<file path="src/clcd_pkg.sv">
// Shared types and constants for the character LCD nibble command sequencer.
// No dependencies; every other file in src imports this package.
package clcd_pkg;

  localparam int ROWS = 4;
  localparam int COLS = 20;

  // request codes
  localparam logic [2:0] ACT_INIT      = 3'd0;
  localparam logic [2:0] ACT_WRITE     = 3'd1;
  localparam logic [2:0] ACT_CURSOR    = 3'd2;
  localparam logic [2:0] ACT_CLEAR     = 3'd3;
  localparam logic [2:0] ACT_DISP_ON   = 3'd4;
  localparam logic [2:0] ACT_DISP_OFF  = 3'd5;
  localparam logic [2:0] ACT_GLYPH_ROW = 3'd6;

  // register-select codes
  localparam logic RS_CMD  = 1'b0;
  localparam logic RS_DATA = 1'b1;

  localparam logic [7:0]  CMD_CLEAR     = 8'h01;
  localparam logic [7:0]  CMD_DISP_ON   = 8'h0C;
  localparam logic [7:0]  CMD_DISP_OFF  = 8'h08;
  localparam logic [7:0]  CMD_DDRAM     = 8'h80;
  localparam logic [7:0]  CMD_CGRAM     = 8'h40;

  localparam logic [12:0] BASE_SETTLE   = 13'd100;
  localparam logic [12:0] CLEAR_EXTRA   = 13'd2000;
  localparam logic [15:0] INIT_LEAD     = 16'd50000;

  localparam logic [4:0]  CNT_INIT      = 5'd16;
  localparam logic [4:0]  CNT_BYTE      = 5'd2;
  localparam logic [4:0]  CNT_TWO_BYTES = 5'd4;

  localparam logic [6:0] ROW_BASE [4] = '{7'h00, 7'h40, 7'h14, 7'h54};

  localparam logic [7:0] INIT_BYTES [8] = '{
    8'h03, 8'h03, 8'h03, 8'h02, 8'h28, 8'h08, 8'h01, 8'h06
  };

  localparam logic [12:0] INIT_EXTRA [8] = '{
    13'd5000, 13'd5000, 13'd500, 13'd0, 13'd0, 13'd0, 13'd2000, 13'd0
  };

  typedef struct packed {
    logic [2:0] action;
    logic [7:0] char_code;
    logic [7:0] cursor_row;
    logic [7:0] cursor_col;
    logic [7:0] glyph_slot;
    logic [2:0] glyph_row;
    logic [7:0] glyph_bits;
  } clcd_req_t;

  typedef struct packed {
    logic        reg_select;
    logic [3:0]  nibble;
    logic [15:0] lead_wait_us;
    logic [12:0] settle_us;
    logic        last_strobe;
  } clcd_strobe_t;

endpackage

</file>
<file path="src/clcd_strobe_gen.sv">
// Combinational strobe generator: held request plus strobe index to one strobe.
// Depends on clcd_pkg.
module clcd_strobe_gen
  import clcd_pkg::*;
(
  input  clcd_req_t    req,
  input  logic [3:0]   idx,
  output clcd_strobe_t strobe,
  output logic [4:0]   cnt
);

  logic [2:0]  byte_idx;
  logic        lo_half;
  logic        rs;
  logic [7:0]  byte_val;
  logic [12:0] extra;
  logic [2:0]  row_sat;
  logic [4:0]  col_sat;
  logic [6:0]  ddram_addr;
  logic [1:0]  row_sel;

  assign byte_idx = idx[3:1];
  assign lo_half  = idx[0];

  always_comb begin
    if (req.cursor_row == 8'd0) begin
      row_sat = 3'd1;
    end else if (req.cursor_row > 8'(ROWS)) begin
      row_sat = 3'(ROWS);
    end else begin
      row_sat = req.cursor_row[2:0];
    end
    if (req.cursor_col == 8'd0) begin
      col_sat = 5'd1;
    end else if (req.cursor_col > 8'(COLS)) begin
      col_sat = 5'(COLS);
    end else begin
      col_sat = req.cursor_col[4:0];
    end
  end

  assign row_sel    = 2'(row_sat - 3'd1);
  assign ddram_addr = ROW_BASE[row_sel] + {2'b00, col_sat} - 7'd1;

  always_comb begin
    rs       = RS_CMD;
    byte_val = 8'h00;
    extra    = 13'd0;
    cnt      = CNT_BYTE;
    case (req.action)
      ACT_INIT: begin
        byte_val = INIT_BYTES[byte_idx];
        extra    = INIT_EXTRA[byte_idx];
        cnt      = CNT_INIT;
      end
      ACT_WRITE: begin
        rs       = RS_DATA;
        byte_val = req.char_code;
      end
      ACT_CURSOR: begin
        byte_val = CMD_DDRAM | {1'b0, ddram_addr};
      end
      ACT_CLEAR: begin
        byte_val = CMD_CLEAR;
        extra    = CLEAR_EXTRA;
      end
      ACT_DISP_ON: begin
        byte_val = CMD_DISP_ON;
      end
      ACT_DISP_OFF: begin
        byte_val = CMD_DISP_OFF;
      end
      ACT_GLYPH_ROW: begin
        // row 0 sets the CGRAM address first, later rows ride the auto-increment
        if (req.glyph_row == 3'd0) begin
          cnt = CNT_TWO_BYTES;
        end
        if (req.glyph_row == 3'd0 && byte_idx == 3'd0) begin
          byte_val = CMD_CGRAM | {2'b00, req.glyph_slot[2:0], 3'b000};
        end else begin
          rs       = RS_DATA;
          byte_val = req.glyph_bits;
        end
      end
      default: begin
        cnt = 5'd0;
      end
    endcase
  end

  always_comb begin
    strobe.reg_select   = rs;
    strobe.nibble       = lo_half ? byte_val[3:0] : byte_val[7:4];
    strobe.lead_wait_us = (req.action == ACT_INIT && idx == 4'd0) ? INIT_LEAD : 16'd0;
    strobe.settle_us    = lo_half ? (BASE_SETTLE + extra) : BASE_SETTLE;
    strobe.last_strobe  = ({1'b0, idx} == cnt - 5'd1);
  end

endmodule

</file>
<file path="src/clcd_out_stage.sv">
// Output register stage: holds one strobe until the sink takes it.
// Depends on clcd_pkg.
module clcd_out_stage
  import clcd_pkg::*;
(
  input  logic         clk,
  input  logic         rst,
  input  logic         load,
  input  clcd_strobe_t load_data,
  output logic         can_load,
  output logic         out_valid,
  input  logic         out_ready,
  output clcd_strobe_t strobe
);

  // free when empty or when the held beat leaves this cycle
  assign can_load = !out_valid || out_ready;

  always_ff @(posedge clk) begin
    if (rst) begin
      out_valid <= 1'b0;
    end else if (can_load) begin
      out_valid <= load;
    end
  end

  always_ff @(posedge clk) begin
    if (can_load && load) begin
      strobe <= load_data;
    end
  end

endmodule

</file>
<file path="src/char_lcd_nibble_command_sequencer_core.sv">
// Top level of the character LCD 4-bit write sequencer.
// Depends on clcd_pkg, clcd_strobe_gen and clcd_out_stage.
//
// Each accepted request is expanded into the enable strobes a character LCD
// needs on a 4-bit bus: every byte as high nibble then low nibble, each
// strobe tagged with register select, lead wait and settle time in
// microseconds, the final one flagged by last_strobe. One strobe leaves per
// cycle while the output register can take it (a stall on out_ready holds it):
// 2 strobes for most requests, 4 for a glyph row 0, 16 for init; an unknown
// request code emits nothing. The strobe counter over the held request sets
// this pace, and the next request is taken in the cycle its predecessor's
// last strobe enters the output register.
module char_lcd_nibble_command_sequencer_core
  import clcd_pkg::*;
(
  input  logic         clk,
  input  logic         rst,
  input  logic         req_valid,
  output logic         req_ready,
  input  clcd_req_t    req,
  output logic         out_valid,
  input  logic         out_ready,
  output clcd_strobe_t strobe
);

  clcd_req_t    held;
  logic         busy;
  logic [3:0]   idx;
  logic         busy_next;
  logic [3:0]   idx_next;
  clcd_strobe_t gen_strobe;
  logic [4:0]   gen_cnt;
  logic         can_load;
  logic         emit;
  logic         done;
  logic         accept;

  clcd_strobe_gen u_gen (
    .req    (held),
    .idx    (idx),
    .strobe (gen_strobe),
    .cnt    (gen_cnt)
  );

  clcd_out_stage u_out (
    .clk       (clk),
    .rst       (rst),
    .load      (emit),
    .load_data (gen_strobe),
    .can_load  (can_load),
    .out_valid (out_valid),
    .out_ready (out_ready),
    .strobe    (strobe)
  );

  assign emit      = busy && gen_cnt != 5'd0 && can_load;
  assign done      = busy && (gen_cnt == 5'd0 || (emit && gen_strobe.last_strobe));
  assign req_ready = !busy || done;
  assign accept    = req_valid && req_ready;

  always_comb begin
    busy_next = busy;
    idx_next  = idx;
    if (accept) begin
      busy_next = 1'b1;
      idx_next  = 4'd0;
    end else if (done) begin
      busy_next = 1'b0;
      idx_next  = 4'd0;
    end else if (emit) begin
      idx_next = idx + 4'd1;
    end
  end

  always_ff @(posedge clk) begin
    if (rst) begin
      busy <= 1'b0;
      idx  <= 4'd0;
    end else begin
      busy <= busy_next;
      idx  <= idx_next;
    end
  end

  always_ff @(posedge clk) begin
    if (accept) begin
      held <= req;
    end
  end

  a_idx_in_range: assert property (@(posedge clk) disable iff (rst)
    busy && gen_cnt != 5'd0 |-> {1'b0, idx} < gen_cnt)
    else $error("strobe index ran past the request's strobe count");

  a_last_frees_input: assert property (@(posedge clk) disable iff (rst)
    emit && gen_strobe.last_strobe |-> req_ready)
    else $error("last strobe emitted but request side not ready");

  a_idle_after_done: assert property (@(posedge clk) disable iff (rst)
    done && !accept |=> !busy)
    else $error("sequencer stayed busy after finishing a request");

  a_lead_first_only: assert property (@(posedge clk) disable iff (rst)
    emit && gen_strobe.lead_wait_us != 16'd0 |-> idx == 4'd0 && held.action == ACT_INIT)
    else $error("lead wait on a strobe other than the first init strobe");

  a_new_req_starts_at_zero: assert property (@(posedge clk) disable iff (rst)
    accept |=> busy && idx == 4'd0)
    else $error("accepted request did not start at strobe zero");

endmodule
</file>
<file path="config.mk">
export PLATFORM = sky130hd
export DESIGN_NAME = char_lcd_nibble_command_sequencer_core
export DESIGN_NICKNAME = d
export VERILOG_FILES = /design/src/clcd_pkg.sv /design/src/clcd_strobe_gen.sv /design/src/clcd_out_stage.sv /design/src/char_lcd_nibble_command_sequencer_core.sv
export SDC_FILE = /design/constraint.sdc
export NUM_CORES = 1
export LEC_CHECK = 0
export BUFFER_PORTS_ARGS = -buffer_cell sky130_fd_sc_hd__buf_2
export CAP_MARGIN = 15
export CORE_MARGIN = 4
export CORE_UTILIZATION = 45
export CTS_BUF_LIST = sky130_fd_sc_hd__clkbuf_4 sky130_fd_sc_hd__clkbuf_8
export CTS_CLUSTER_SIZE = 12
export DETAILED_ROUTE_END_ITERATION = 10
export GPL_TIMING_DRIVEN = 0
export PLACE_DENSITY = 0.7
export SLEW_MARGIN = 20
export SYNTH_ARGS = -nofsm -noshare
export SYNTH_HDL_FRONTEND = slang
export SYNTH_SLANG_ARGS = --single-unit
</file>
<file path="constraint.sdc">
create_clock -name clk -period 7 [get_ports clk]
set_input_delay 0.7 -clock clk [delete_from_list [all_inputs] [get_ports clk]]
set_output_delay 0.7 -clock clk [all_outputs]
set_load 0.05 [all_outputs]
</file>
* Yosys cells after proc, flatten, opt, wreduce, memory -nomap -nowiden *
Memory sizes are Yosys's and may differ from the RTL's.
Index checks and enable logic that the tools add are counted.

operators by class
  muxes and demuxes = 22
  eq/ne operators = 7
  add/subtract/negate cells = 6
  reduce and logical (&&, ||, !) cells = 24
  $lt $le $gt $ge = 4
  bitwise operators = 2

operator list
  kind                                                                             count
  8-bit case mux with 7 select lines                                               1
  13-bit two-way mux                                                               2
  13-bit case mux with 2 select lines                                              1
  8-bit two-way mux                                                                3
  8-bit zero test                                                                  2
  16-bit two-way mux                                                               1
  5-bit case mux with 3 select lines                                               1
  7-bit binary-select mux with 2-bit select                                        1
  7-bit two-way mux                                                                2
  7-bit by 13-bit adder with 13-bit output, first input constant                   1
  5-bit two-way mux                                                                2
  3-bit equality test, second input constant                                       3
  3-bit zero test                                                                  3
  8-bit by 3-bit greater-than comparator with 1-bit output, second input constant  1
  8-bit by 5-bit greater-than comparator with 1-bit output, second input constant  1
  1-bit logical AND                                                                8
  7-bit by 5-bit adder with 7-bit output                                           1
  7-bit by 1-bit subtractor with 7-bit output, second input constant               1
  3-bit by 2-bit equality test with 1-bit output, second input constant            2
  4-bit by 5-bit equality test with 1-bit output                                   1
  5-bit zero test                                                                  1
  5-bit nonzero test                                                               1
  5-bit OR reduction                                                               1
  5-bit by 1-bit subtractor with 5-bit output, second input constant               1
  other kinds (17)                                                                 23

storage, ports and cells
  bits of input ports = 50
  output and inout port bits = 37
  memories kept = 2
  register bits = 82
  ROM bits = 168

memory list
  name              depth  width  read ports  clocked after memory_dff  wr ports  line                   RTL
  (name not given)  8      13     1           0                         0         clcd_strobe_gen.sv:53  extra = INIT_EXTRA[byte_idx];
  (name not given)  8      8      1           0                         0         clcd_strobe_gen.sv:52  byte_val = INIT_BYTES[byte_idx];

* Longest topological paths before layout *
Gate-level depths: netlist of run 1.

  depth after elaboration = 12
  mapped depth = 10

* Hierarchy *
A second synthesis of run 1 with hierarchy kept.

unflattened totals
  cells, all modules = 285
  area total of the unflattened synthesis = 3980.1 µm²

by module, submodules not included
  module                                  area an instance (µm²)  times used  cells an instance  sequential area each (µm²)
  char_lcd_nibble_command_sequencer_core  1659.1                  1           74                 1481.4
  clcd_strobe_gen                         1214.9                  1           171                0.0
  clcd_out_stage                          1106.1                  1           40                 1071.0

* Worst setup path before layout of run 1 *
No wires, ideal clock.

  path type = register to register
  from = register held[43] in the netlist's numbering
  to = register held[0] in the netlist's numbering (enable)
  required time = 6.598 ns
  buffers on the path = 1
  cell stages (with the launch flop) = 11
  path slack = 2.217 ns
  data arrival time = 4.381 ns
  cells stage by stage = edfxtp_1 buf_6 o211ai_1 nand2_1 ha_1 ha_1 nand2b_1 nor2_1 o2111ai_1 nand3b_1 and2_1

on the way
  longest elaborated chain between the ends = 11

ends and longest elaborated chain
  element                                                                 line                                          RTL
  start, declared                                                         char_lcd_nibble_command_sequencer_core.sv:26  clcd_req_t held;
  start signal, assigned                                                  char_lcd_nibble_command_sequencer_core.sv:87  held <= req;
  3-bit by 1-bit equality test with 1-bit output (tied with other cells)  clcd_strobe_gen.sv:50                         case (req.action)
  5-bit OR reduction (no source line)                                     --
  5-bit case mux with 3 select lines (*)                                  clcd_strobe_gen.sv:50
  5-bit nonzero test (*)                                                  char_lcd_nibble_command_sequencer_core.sv:56  assign emit = busy && gen_cnt != 5'd0 && can_load;
  1-bit logical AND (*) (2 in series)                                     char_lcd_nibble_command_sequencer_core.sv:56
  named net emit                                                          char_lcd_nibble_command_sequencer_core.sv:34  logic emit;
  1-bit logical AND (*)                                                   char_lcd_nibble_command_sequencer_core.sv:57  assign done = busy && (gen_cnt == 5'd0 || (emit && gen_strobe.last_strobe));
  1-bit logical OR (*)                                                    char_lcd_nibble_command_sequencer_core.sv:57
  1-bit logical AND (*)                                                   char_lcd_nibble_command_sequencer_core.sv:57
  1-bit logical OR (*)                                                    char_lcd_nibble_command_sequencer_core.sv:58  assign req_ready = !busy || done;
  named net req_ready                                                     char_lcd_nibble_command_sequencer_core.sv:19  output logic req_ready,
  1-bit logical AND (*)                                                   char_lcd_nibble_command_sequencer_core.sv:59  assign accept = req_valid && req_ready;
  named net accept                                                        char_lcd_nibble_command_sequencer_core.sv:36  logic accept;

The timed path passes the listed nets; every way through them passes the cells marked *.
A chain may end at the register's enable or synchronous reset.

* Worst setup path after layout of run 1 *
  from = register held[45] in the netlist's numbering
  to = output req_ready

on the way
  longest elaborated chain between the ends = 10

ends and longest elaborated chain
  element                                                                 line
  3-bit by 1-bit equality test with 1-bit output (tied with other cells)  clcd_strobe_gen.sv:50
  5-bit OR reduction (no source line)                                     --
  5-bit case mux with 3 select lines (*)                                  clcd_strobe_gen.sv:50
  5-bit nonzero test (*)                                                  char_lcd_nibble_command_sequencer_core.sv:56
  1-bit logical AND (*) (2 in series)                                     char_lcd_nibble_command_sequencer_core.sv:56
  named net emit                                                          char_lcd_nibble_command_sequencer_core.sv:34
  1-bit logical AND (*)                                                   char_lcd_nibble_command_sequencer_core.sv:57
  1-bit logical OR (*)                                                    char_lcd_nibble_command_sequencer_core.sv:57
  1-bit logical AND (*)                                                   char_lcd_nibble_command_sequencer_core.sv:57
  1-bit logical OR (*)                                                    char_lcd_nibble_command_sequencer_core.sv:58
  end, declared                                                           char_lcd_nibble_command_sequencer_core.sv:19

Marks and branches as above.

==> results of run 1 <==
[metrics by stage]
| step | power [mW] | utilization | area (um^2) | setup WS, ns |
|---|---|---|---|---|
| 2_1_floorplan | 0.570 | - | 3270 | 2.22 |
| 3_3_place_gp | 0.604 | 0.544 | 3740 | 1.57 |
| 3_5_place_dp | 0.608 | 0.549 | 3770 | 3.41 |
| 4_1_cts | 0.954 | 0.581 | 3990 | 3.01 |
| 5_1_grt | 0.986 | 0.581 | 3990 | 2.81 |
| 6_report | 0.946 | 0.581 | 3990 | 3.04 |
[how the worst max path moves through the flow]
stage | end | depth (start not counted) | startpoint
final | req_ready | 11 | held[45]$_DFFE_PP_
after global routing | req_ready | 11 | held[45]$_DFFE_PP_
after CTS | req_ready | 11 | held[45]$_DFFE_PP_
after detailed placement | req_ready | 11 | held[45]$_DFFE_PP_
after global placement | held[41]$_DFFE_PP_ | 10 | held[45]$_DFFE_PP_
after floorplan | held[0]$_DFFE_PP_ | 10 | held[43]$_DFFE_PP_
[registers in the layout, indices dropped and copies added, names as in the netlist]
signal           flops
u_out.out_valid      1
idx                  4
busy                 1
u_out.strobe        18
held                41
[logic make-up (layout without fill, tap and decap cells)]
group | after synthesis | after routing | share of synthesized area
other | 1 | 13 | 0.00116
flip-flops | 65 | 65 | 0.587
XOR/XNOR | 13 | 13 | 0.0353
adder cells (fa/ha/maj) | 11 | 11 | 0.0450
AO/OA/AOI/OAI | 48 | 48 | 0.105
AND/OR/NAND/NOR | 77 | 77 | 0.139
buffers and inverters | 37 | 124 | 0.0698
multiplexers | 5 | 5 | 0.0178
[Yosys cell counts (3+ instances only)]
cell type / n / share of area
edfxtp_1: 59 / 0.55
buf_4: 20 / 0.047
nand2_1: 20 / 0.023
a21oi_1: 18 / 0.028
inv_1: 11 / 0.013
nor2_1: 11 / 0.013
ha_1: 10 / 0.039
xnor2_1: 7 / 0.019
dfxtp_1: 6 / 0.037
nand2b_1: 6 / 0.012
xor2_1: 6 / 0.016
a211oi_1: 5 / 0.012
o21ai_0: 5 / 0.0078
and2_1: 4 / 0.0078
and3_1: 4 / 0.0078
nand3_1: 4 / 0.0062
nor3_1: 4 / 0.0062
a21o_1: 3 / 0.0070
buf_2: 3 / 0.0047
nand3b_1: 3 / 0.0070
nand4_1: 3 / 0.0058
nor3_2: 3 / 0.0093
[layout make-up]
type | instances | area [um^2]
Clock inverter | 7 | 95.1
Clock buffer | 9 | 124
Timing Repair Buffer | 71 | 377
Tap cell | 96 | 120
Fill cell | 600 | 2880
Multi-Input combinational cell | 167 | 1160
Buffer | 25 | 180
Sequential cell | 65 | 1890
Inverter | 12 | 45.0
[per-layer routing]
metal,part of all wire,up-vias
li1,-,1107
met1,0.42,989
met2,0.50,72
met3,0.067,6
met4,0.012,0
met5,0,-
[power groups by stage]
stage	Clock, mW	Combinational, mW	Sequential (mW)
floorplan	0	0.0783	0.492
global placement	0	0.131	0.473
detailed placement	0	0.136	0.472
CTS	0.354	0.137	0.463
global route	0.374	0.147	0.465
finish	0.347	0.136	0.463
==> impl_metrics.yaml, run 1 <==
job:
  cap_violations: 0
critical_path:
  timing.rr.start: "held[45]$_DFFE_PP_"
  worst-setup-path-type: "reg -> out"
  crit_fanout: 17
  worst_ep_required_time_ns: 6.30
  reg2reg_setup_slack_ns: 3.46
  reg2reg_to: "held[33]$_DFFE_PP_"
  crit_path_end_kind: "output port"
  slowest_stage: "edfxtp_1"
  critical-path-top-delay-family: "simple AND/OR/NAND/NOR gates"
  cp_slowest_stage_delay_ns: 0.52
  start_kind: "flip-flop"
  path_cells: "buf_2 -> o211ai_1 -> nand2_1 -> ha_1 -> ha_1 -> nand2b_1 -> nor2_2 -> buf_6 -> o2111ai_1 -> nand3b_1 -> buf_2"
  worstPathArrival_ns: 3.26
  reg2regPathDepth: 12
  worst-path-buf-inv: 3
cts:
  cts_resized: 0
  cts_tree: "done"
  cts_sinks: 65
  cts_root_buf: "clkbuf_8"
  cts_buffer_depth: 2
  clk_latency_ns: 0.34
  cts_setup_buffers: 0
  htreeDepth: 3
  path_clk_slew_ns: 0.07
  cts_buffers: 9
  hold_buffers: 0
sta:
  worstMarginPinSlew_ns: 0.546
  min_period_ns: 3.96
  tns_ns: 0
  rsz0062_at_grt: "false"
  hold_violations: 0
  max_freq_ghz: 0.252
  setup_violations: 0
  min_period_over_period: 0.566
  hold_ws_ns: 0.533
  slew_headroom: 0.635
  slew_viol_final: 0
  clock_skew_ns: 0.00922
power_and_ir_drop:
  pwr-share-seq: 0.490
  p_int_mw: 0.698
  switching_share: 0.262
  pwr-share-comb: 0.144
  ir_worst_vdd_uv: 243
  p_switching_mw: 0.248
  cellPowerDensity_nw_per_um2: 237
  p_clk_frac: 0.367
  p_leak_nw: 1.64
floorplan:
  chipWidth_um: 92.7
  num_rows: 30
  start_util: 0.470
  dieArea_um2: 8590
  die_h_um: 92.7
  core_um2: 6870
  ioPinCount: 87
outcome:
  status: "finished clean"
grt:
  grtUsageMet3: 0.0455
  use_met2: 0.255
  busiest_layer: "met2"
  grt_remaining_overflow: 0
  grt_pass1_wl_um: 9700
  antenna_found_initial: 0
  grt_usage: 0.146
  use_met1: 0.174
  grt_pass1_vias: 2095
  grt_max_degree: 34
logic_synthesis:
  ys_types: 55
  ys_async_sr_fraction: 0
  syn_area_per_cell_um2: 12.6
  ys_seq_elements: 65
  syn-cell-area_um2: 3230
  yosysSeqAreaShare: 0.587
  synth_edf_count: 59
  synth_flop_cell: "edfxtp_1"
  yosys_warnings: 0
  syn_inst: 257
drt:
  first_pass_iters: 4
  drt_iter0_markers: 92
  via_count: 2174
  ant_nets: 0
  drc: 0
  wirelength_um: 5960
  wl_per_cell_um: 13.2
  routed_via_density: 4.81
cells_and_area:
  nets: 412
  final_common_cell: "buf_2"
  areaGrowthSynthToFinish_pct: 23.7
  drive_above_1_share: 0.362
  final_cell_mix: "buf_2 (72), edfxtp_1 (59), buf_4 (20), nand2_1 (20), a21oi_1 (18)"
  antenna_cells: 0
  final_cells: 452
worst_hold_path:
  hold_class: "in -> reg"
  hp-start: "req[44]"
  min_path_cells: 1
  holdPathEnd: "held[44]$_DFFE_PP_"
place:
  gp_congestion: 0.859
  io_buffers: 69
  place_inst: 436
  detailed_place_hpwl_um: 4500
No activity file was read; power rests on OpenSTA's default activity.
==> inputs of run 2 (changes only) <==
ABC_AREA = 1   (was default)
PLACE_DENSITY = 0.73   (was 0.7)
clock period = 3.6 ns   (was 7 ns; I/O delays follow)
==> impl_metrics.yaml, run 2 <==
floorplan:
  num_rows: 30
  ioPinCount: 87
  core_um2: 6830
  die_h_um: 92.1
  chipWidth_um: 92.1
  start_util: 0.466
  dieArea_um2: 8490
cts:
  htreeDepth: 3
  cts_buffer_depth: 2
  cts_tree: "done"
  clk_latency_ns: 0.34
  cts_root_buf: "clkbuf_8"
  cts_sinks: 65
  path_clk_slew_ns: 0.07
  cts_buffers: 9
  cts_setup_buffers: 0
critical_path:
  cp_slowest_stage_delay_ns: 0.54
  crit_fanout: 22
  reg2regPathDepth: 13
  slowest_stage: "nor2_4"
  crit_path_end_kind: "output port"
  worst-setup-path-type: "reg -> out"
  worst_ep_required_time_ns: 3.24
  path_cells: "nand3_1 -> nand2_2 -> inv_2 -> nand2_4 -> ha_1 -> ha_1 -> inv_1 -> nand2_1 -> nor2_4 -> nand4_4 -> nand2_4 -> buf_2"
  worstPathArrival_ns: 2.97
  start_kind: "flip-flop"
drt:
  drc: 0
  wirelength_um: 5890
  ant_nets: 0
  wl_per_cell_um: 11.8
  drt_iter0_markers: 89
  first_pass_iters: 4
  via_count: 2277
  routed_via_density: 4.55
cells_and_area:
  n_fill_cell: 597
  antenna_cells: 0
  final_cells: 500
  top_regs: "held (41), u_out.strobe (18), idx (4)"
  top_register: "held"
  areaGrowthSynthToFinish_pct: 22.5
  drive_above_1_share: 0.334
  final_common_cell: "buf_2"
  largest_reg_flops: 41
  final_cell_mix: "buf_2 (71), edfxtp_1 (59), nand2_1 (58)"
  nets: 460
sta:
  min_period_ns: 3.33
  rsz0062_at_grt: "false"
  hold_violations: 0
  slew_headroom: 0.564
  clock_skew_ns: 0.00730
  setup_violations: 0
  setup_slack_ns: 0.275
  max_freq_ghz: 0.301
  slew_viol_final: 0
  worstMarginPinSlew_ns: 0.652
  hold_ws_ns: 0.181
  min_period_over_period: 0.924
place:
  detailed_place_hpwl_um: 4390
  post-place-ws_ns: -0.165
  io_buffers: 69
  gp_congestion: 0.815
  place_inst: 483
logic_synthesis:
  ys_seq_elements: 65
  yosys_warnings: 0
  syn_inst: 306
  yosysTopAreaCell: "edfxtp_1"
  synth_edf_count: 59
  ys_top_cells_by_count: "edfxtp_1 (59), nand2_1 (58), inv_1 (31)"
  synth_top_area_frac: 0.556
  synth_flop_cell: "edfxtp_1"
  syn-cell-area_um2: 3190
  ys_types: 33
  ys_async_sr_fraction: 0
  syn_area_per_cell_um2: 10.4
  synthTopCellsByArea: "edfxtp_1 (56%), nand2_1 (6.8%), buf_4 (4.0%), ha_1 (3.9%), dfxtp_1 (3.8%)"
  yosysSeqAreaShare: 0.594
  yosysMostFrequentCell: "edfxtp_1"
power_and_ir_drop:
  p_leak_nw: 1.74
  ir_worst_vdd_uv: 310
  cellPowerDensity_nw_per_um2: 457
  power.total_mw: 1.78
job:
  cap_violations: 0
grt:
  grt_usage: 0.145
  grt_remaining_overflow: 0
  grt_pass1_wl_um: 9610
  grt_pass1_vias: 2166
  antenna_found_initial: 0
  grt_max_degree: 42
worst_hold_path:
  hold_class: "in -> reg"
  min_path_cells: 2
outcome:
  status: "finished clean"
run 2: through the flow:
stage / utilization / TNS [ns] / instance area [um^2]
after floorplan: - / 0 / 3230
after global placement: 0.542 / -2.84 / 3700
after detailed placement: 0.542 / -6.69 / 3700
after CTS: 0.570 / 0 / 3890
after global routing: 0.571 / 0 / 3900
final: 0.571 / 0 / 3900
run 2: final timing paths:
path	startpoint	end	slack, ns
max	held[45]$_DFFE_PP_	req_ready	0.27
min	rst	busy$_SDFFE_PP0P_	0.18
max reg2reg	held[45]$_DFFE_PP_	held[22]$_DFFE_PP_	0.37
min reg2reg	busy$_SDFFE_PP0P_	idx[2]$_SDFFE_PP0P_	0.60
run 2: repair_timing:
item,4_1_cts,5_1_grt
gates resized for setup,1,1
hold buffers,0,0
setup endpoints to repair,42,41
endpoints found under the hold margin,0,0
gates cloned,0,1
run 2: cell families (layout without fill, tap and decap cells):
kind of cell,Yosys count,in the layout,synth area share
simple gates,132,132,0.201
flops,65,65,0.594
buf+inv,61,147,0.0927
compound gates,33,33,0.0570
fa+ha+maj,11,11,0.0456
xor+xnor,3,3,0.00825
other cells,1,13,0.00118
run 2: cell type report:
class	count	area, um^2	share of cell area
plain buffers	20	141	0.0362
clock buffers	12	146	0.0375
repair inverters	1	7.51	0.00192
inverters	41	158	0.0404
repair buffers	69	345	0.0885
flip-flops and latches	65	1890	0.485
multi-input cells	192	1050	0.269
clock inverters	4	43.8	0.0112
well taps	96	120	0.0308
run 2: worst max-delay path, delay by kind of cell (launching register included):
kind / cells / cell delay (ns)
AND/OR/NAND/NOR: 7 / 1.29
adder cells (fa/ha/maj): 2 / 0.43
buffers and inverters: 3 / 0.41
flip-flops: 1 / 0.50
run 2: routing by layer:
layer	global-route usage	wire (um)	vias up
li1	-	-	1181
met1	0.187	2650	1008
met2	0.225	2680	77
met3	0.0377	414	11
met4	0.0743	135	0
met5	0	0	-
run 2: power breakdown:
part / switching, mW / internal, mW
logic: 0.204 / 0.0814
clock network: 0.255 / 0.338
registers: 0.0197 / 0.885
